File: src/rtl/core/adb_pkg.sv
// ----------------------------------------------------------------------------
// adb_pkg
// Shared types, widths and helpers of the antialiased disc blender.
// ----------------------------------------------------------------------------
package adb_pkg;

  // squared distance width and square root stage count
  localparam int D2W = 60;
  localparam int NS  = D2W / 2;
  // Q16 center and radius widths
  localparam int CW  = 36;
  localparam int RW  = 29;
  // queue between front and back
  localparam int QDEPTH = 4;
  localparam int QAW    = 2;

  // register indexes
  typedef enum logic [2:0] {
    REG_PREV_CX  = 3'd0,
    REG_PREV_CY  = 3'd1,
    REG_PREV_R   = 3'd2,
    REG_CUR_CX   = 3'd3,
    REG_CUR_CY   = 3'd4,
    REG_CUR_R    = 3'd5,
    REG_FRACTION = 3'd6,
    REG_COLOR    = 3'd7
  } reg_index_t;

  typedef struct packed {
    logic signed [20:0] prev_cx;
    logic signed [20:0] prev_cy;
    logic [15:0]        prev_r;
    logic signed [20:0] cur_cx;
    logic signed [20:0] cur_cy;
    logic [15:0]        cur_r;
    logic [8:0]         fraction;
    logic [31:0]        color;
  } cfg_t;

  // one word in the queue
  typedef struct packed {
    logic [D2W-1:0] d2;
    logic           far;
    logic [31:0]    bg;
  } q_entry_t;

  typedef struct packed {
    logic [D2W-1:0] rem;
    logic [D2W-1:0] res;
  } sqrt_t;

  // one step of the bitwise integer square root
  function automatic sqrt_t isqrt_step(sqrt_t cur, int k);
    logic [D2W-1:0] bitv;
    logic [D2W:0]   trial;
    sqrt_t          nxt;
    bitv  = {{(D2W-1){1'b0}}, 1'b1} << (2 * (NS - 1 - k));
    trial = {1'b0, cur.res} + {1'b0, bitv};
    if ({1'b0, cur.rem} >= trial) begin
      nxt.rem = cur.rem - trial[D2W-1:0];
      nxt.res = (cur.res >> 1) + bitv;
    end else begin
      nxt.rem = cur.rem;
      nxt.res = cur.res >> 1;
    end
    return nxt;
  endfunction

endpackage

File: src/rtl/core/adb_queue.sv
// ----------------------------------------------------------------------------
// adb_queue
// Short first-in first-out queue between the front and the back.
// ----------------------------------------------------------------------------
module adb_queue (
  input  logic              clk,
  input  logic              rst,
  input  logic              wr_valid,
  output logic              wr_ready,
  input  adb_pkg::q_entry_t wr_data,
  output logic              rd_valid,
  input  logic              rd_ready,
  output adb_pkg::q_entry_t rd_data
);

  adb_pkg::q_entry_t mem [adb_pkg::QDEPTH];
  logic [adb_pkg::QAW-1:0] wptr, rptr;
  logic [adb_pkg::QAW:0]   count;
  logic push, pop;

  assign wr_ready = count != (adb_pkg::QAW+1)'(adb_pkg::QDEPTH);
  assign rd_valid = count != '0;
  assign push     = wr_valid && wr_ready;
  assign pop      = rd_valid && rd_ready;
  assign rd_data  = mem[rptr];

  // storage
  always_ff @(posedge clk) begin
    if (push) mem[wptr] <= wr_data;
  end

  // pointers and fill level
  always_ff @(posedge clk) begin
    if (rst) begin
      wptr  <= '0;
      rptr  <= '0;
      count <= '0;
    end else begin
      if (push) wptr <= wptr + 1'b1;
      if (pop)  rptr <= rptr + 1'b1;
      if (push && !pop) count <= count + 1'b1;
      else if (pop && !push) count <= count - 1'b1;
    end
  end

`ifndef SYNTHESIS
  a_count_bound: assert property (@(posedge clk) disable iff (rst)
    count <= (adb_pkg::QAW+1)'(adb_pkg::QDEPTH))
    else $error("queue fill level beyond depth");
  a_push_only: assert property (@(posedge clk) disable iff (rst)
    push && !pop |=> count == $past(count) + 1'b1)
    else $error("queue fill level missed a push");
  a_pop_only: assert property (@(posedge clk) disable iff (rst)
    pop && !push |=> count == $past(count) - 1'b1)
    else $error("queue fill level missed a pop");
`endif

endmodule

File: config.mk
export PLATFORM = sky130hd
export DESIGN_NAME = adb_queue
export DESIGN_NICKNAME = d
export VERILOG_FILES = /design/src/rtl/core/adb_pkg.sv /design/src/rtl/core/adb_queue.sv
export SDC_FILE = /design/constraint.sdc
export NUM_CORES = 1
export LEC_CHECK = 0
export ABC_AREA = 1
export BUFFER_PORTS_ARGS = -buffer_cell sky130_fd_sc_hd__buf_2
export CAP_MARGIN = 10
export CORE_ASPECT_RATIO = 1.25
export CORE_UTILIZATION = 37
export CTS_CLUSTER_DIAMETER = 150
export DETAILED_ROUTE_END_ITERATION = 7
export GPL_TIMING_DRIVEN = 0
export HOLD_SLACK_MARGIN = 0.08
export MAX_ROUTING_LAYER = met4
export SLEW_MARGIN = 15
export SYNTH_ARGS = -nofsm -noshare
export SYNTH_HDL_FRONTEND = slang
export SYNTH_SLANG_ARGS = --single-unit
File: constraint.sdc
create_clock -name clk -period 5.25 [get_ports clk]
set_clock_uncertainty 0.05 [all_clocks]
set_input_delay 0.525 -clock clk [delete_from_list [all_inputs] [get_ports clk]]
set_output_delay 0.525 -clock clk [all_outputs]
set_load 0.005 [all_outputs]
After elaboration in Yosys (flattened, before gate mapping):

Memory sizes are Yosys's and may differ from the RTL's. A register that Yosys moved wholly into a read port is not among the register bits.
Cells that the tools add are included.

* equality and inequality tests: 1
* reductions and logical operators: 8
* multiplexer cells: 6
* $add $sub $neg: 4

Operators by type and width (number)
* 2-to-1 mux 3 bit: 2
* adder 2 x 1 -> 2 bit, second input constant: 2
* logical AND 1 bit: 4
* 2-to-1 mux 2 bit: 2
* adder 3 x 1 -> 3 bit, second input constant: 1
* != test 3 bit, second input constant: 1
* nonzero test 3 bit: 1
* subtractor 3 x 1 -> 3 bit, second input constant: 1
* logical NOT 1 bit: 2
* 2-to-1 mux 1 bit: 2
* nonzero test 2 bit: 1

* memories: 1
* bits in registers: 7
* memory bits (writable): 372
* output and inout port bits: 95
* logic and storage cells: 23
* input bits: 97

Memories
* mem: depth 4, bits a word 93, rd ports 1, clocked after memory_dff 1, wr ports 1, RTL line adb_queue.sv:16 `adb_pkg::q_entry_t mem [adb_pkg::QDEPTH];`

Depth between registers and ports, before layout:

* depth after elaboration: 6
* mapped depth: 13

Worst setup path after synthesis:

Ideal clock, no wire load.

* path type: reg2reg
* start point: register count[0] (netlist name)
* end point: memory mem[0][0] (netlist name) (enable)
* path slack: 97 ps
* arrival time: 4557 ps
* period minus slack after synthesis: 5153 ps
* library setup time: 545 ps
* stages on the path, launching flop included: 5
* cells stage by stage: dfxtp_1 -> nor2_1 -> nand2_1 -> nand2_1 -> nor2_1

* cells in the longest elaborated chain, start to end: 4

Ends and longest elaborated chain
* start, declared: RTL line adb_queue.sv:18 `logic [adb_pkg::QAW:0] count;`
* start signal, assigned: RTL line adb_queue.sv:41 `if (push && !pop) count <= count + 1'b1;`
* start signal, assigned: RTL line adb_queue.sv:42 `else if (pop && !push) count <= count - 1'b1;`
* != test 3 bit: RTL line adb_queue.sv:21 `assign wr_ready = count != (adb_pkg::QAW+1)'(adb_pkg::QDEPTH);`
* named net wr_ready: RTL line adb_queue.sv:9 `output logic wr_ready,`
* logical AND 1 bit: RTL line adb_queue.sv:23 `assign push = wr_valid && wr_ready;`
* 2-to-1 mux 1 bit: RTL line adb_queue.sv:29 `if (push) mem[wptr] <= wr_data;`
* 2-to-1 mux 1 bit (implied by the code): RTL line adb_queue.sv:29
* end, declared: RTL line adb_queue.sv:16

The timed path passes the listed nets, and every way through them passes these cells.

==> reports/summary.txt <==
Outcome: finished clean
Yosys top cell by area: edfxtp_1
Global router's overall resource usage: 17.8%
TritonCTS buffer count: 38
HPWL after detailed placement: 21700 µm
Post-CTS Setup Inserts: 0
FMAX: 333 MHz
Post_cts resized: 0
Setup WS pre-CTS: 2720 ps
Core area: 37600 µm²
Element type at the critical path end: output pin
Final period utilization: 57.3%
CTS tree: done
Final worst setup slack: 2240 ps
Slew Viols, Final: 0
Starting Density: 37.8%
Vias per inst: 5.04
Hold Crit Class: in2reg
Critical-path cell list: buf_6, clkbuf_1, nor2_1, o22ai_1, buf_2
Die width: 177 µm
Post-Synthesis Cells: 967
Area grow syn2layout: 23.2%
Leak: 6.12 nW
Mapped Area: 14200 µm²
Slowest CP cell: dfxtp_1
Critical path class: reg2out
Critical-path maximum fanout: 10
Worst slew pin tran: 800 ps
Crit path DAT: 2430 ps
Final setup vio count: 0
Clk slew on worst S/H paths: 60 ps
First-pass GRT wire length: 50700 µm
Setup TNS: 0 ps
Crit start category: flop
WL/cell: 19.6 µm
R2R Setup Slk: 2820 ps
Vias in the first global route: 8827
Largest net degree at the start of global routing: 25
CP max stage delay: 610 ps
Required time worst endpoint: 4680 ps
Worst slew margin: 46.5%
Via count: 8748
CP endpoint: rd_data[1]
Yosys top cell area share: 78.7%
Sequential cell area fraction in the yosys report: 79.9%
I/O pins: 192
Reg2reg start: count[0]
Routed WL: 34000 µm
H-tree depth: 2
Hold buffers post-CTS: 0
Worst-Skew Late Latency: 520 ps
Synth warn: 0
Max VDD drop: 0.000305 V
# DRC: 0
Post-synth cell types: 20
Die area: 39200 µm²
RSZ-0062 raised after global routing: false
DR pass1 iterations: 5
Drt initial violations: 466
CP delay by family, top: buffers and inverters
DIE HEIGHT: 221 µm
Grt ovf: 0
Pwr Density: 489 nW/µm²
ANT nets after route: 0
Ranking of synthesized cells by area: edfxtp_1, nor2_1, o21ai_0
Fin crit period: 3010 ps
Layout cells sized above 1: 23.8%
Clock sinks: 381
R2r endpoint: mem[3][48]
Synthesized area per cell: 14.7 µm²
Worst hold stages: 1
Critical path buffer and inverter count: 3
Syn nets: 1070
# port buffers: 191
WP depth: 5
CTS Buffer Depth: 3
Final hold violations: 0
Initial antenna violation count: 7
Final Net Count: 1318
Max-Cap Viols: 0
Placement Rows: 79
Placer Congestion: 0.749
Root Buffer: clkbuf_16
Yosys reg bits: 381
R2R depth: 6
## logic make-up (layout without fill, tap and decap cells)
kind of cell / after synthesis / in the layout / synth area share [%]
flip-flops: 381 / 381 / 79.9
AO/OA/AOI/OAI: 283 / 283 / 10.8
AND/OR/NAND/NOR: 220 / 220 / 5.88
buffers and inverters: 76 / 352 / 2.77
adder cells (fa/ha/maj): 6 / 6 / 0.581
XOR/XNOR: 1 / 1 / 0.0617
other: 0 / 7 / 0
## layout make-up
class                   instances  area (µm²)
inverters                      16        62.6
diodes                          7        17.5
flip-flops and latches        381       11400
repair buffers                208        1360
fillers                      3300       20100
multi-input cells             510        2490
plain buffers                  60         330
well taps                     486         608
clock inverters                19         196
clock buffers                  49        1080
## cells in the mapped netlist
library cell,instances
xor2_1,1
nor2_1,200
clkbuf_1,33
inv_4,1
a21oi_1,3
dfxtp_1,9
buf_4,11
buf_6,7
nand2_1,15
buf_2,7
nand3b_1,1
clkbuf_2,2
o21ai_1,50
edfxtp_1,372
ha_1,5
o21ai_0,137
inv_1,15
fa_1,1
o22ai_1,93
nand3_1,4
## worst min-delay path by stage
stage                      from    endpoint
CTS                 wr_data[71]  mem[1][71]
floorplan               rptr[1]        flop
global route        wr_data[77]  mem[0][77]
finish              wr_data[71]  mem[2][71]
global placement        rptr[0]     rptr[0]
detailed placement      rptr[0]     rptr[0]
## power breakdown
part	internal [mW]	total [mW]	switching, mW
sequential	3.69	3.77	0.0786
clock	1.64	2.74	1.09
combinational	0.752	2.04	1.29
## cells in the final DEF (no fill, tap or decap), types with 3 or more instances in the layout
cell	netlist	layout
a21oi_1	3	3
buf_12	0	8
buf_16	0	9
buf_2	7	198
buf_4	11	11
buf_6	7	7
bufinv_16	0	4
clkbuf_1	33	39
clkbuf_16	0	41
clkinv_1	0	6
clkinv_2	0	6
dfxtp_1	9	9
diode_2	0	7
edfxtp_1	372	372
ha_1	5	5
inv_1	15	15
nand2_1	15	15
nand3_1	4	4
nor2_1	200	196
nor2_4	0	4
o21ai_0	137	137
o21ai_1	50	50
o22ai_1	93	93
## stage by stage
stage | utilization (%) | area [µm²] | std cells | hold slack [ps] | power (mW)
3_5_place_dp | 43.1 | 16200 | 1661 | 443 | 5.92
6_report | 46.6 | 17500 | 1736 | 161 | 8.55
5_1_grt | 46.6 | 17500 | 1736 | 141 | 8.95
4_1_cts | 46.5 | 17500 | 1729 | 134 | 8.66
3_3_place_gp | 42.0 | 15800 | 1644 | 443 | 5.87
2_1_floorplan | - | 14200 | 967 | 409 | 4.90
## sequential cells by signal, indices dropped and copies added (netlist names), named ones only
name   flops
count      3
wptr       2
mem      372
rptr       2
## routing by layer
layer  share of wire (%)  vias up  GRT usage (%)
met5                   0        -              -
met4                 1.9        0           4.70
met3                 6.3       49           4.50
met2                  50      248           29.9
met1                  42     4298           21.0
li1                    -     4153              -
Power figures use the tool's default switching activity.
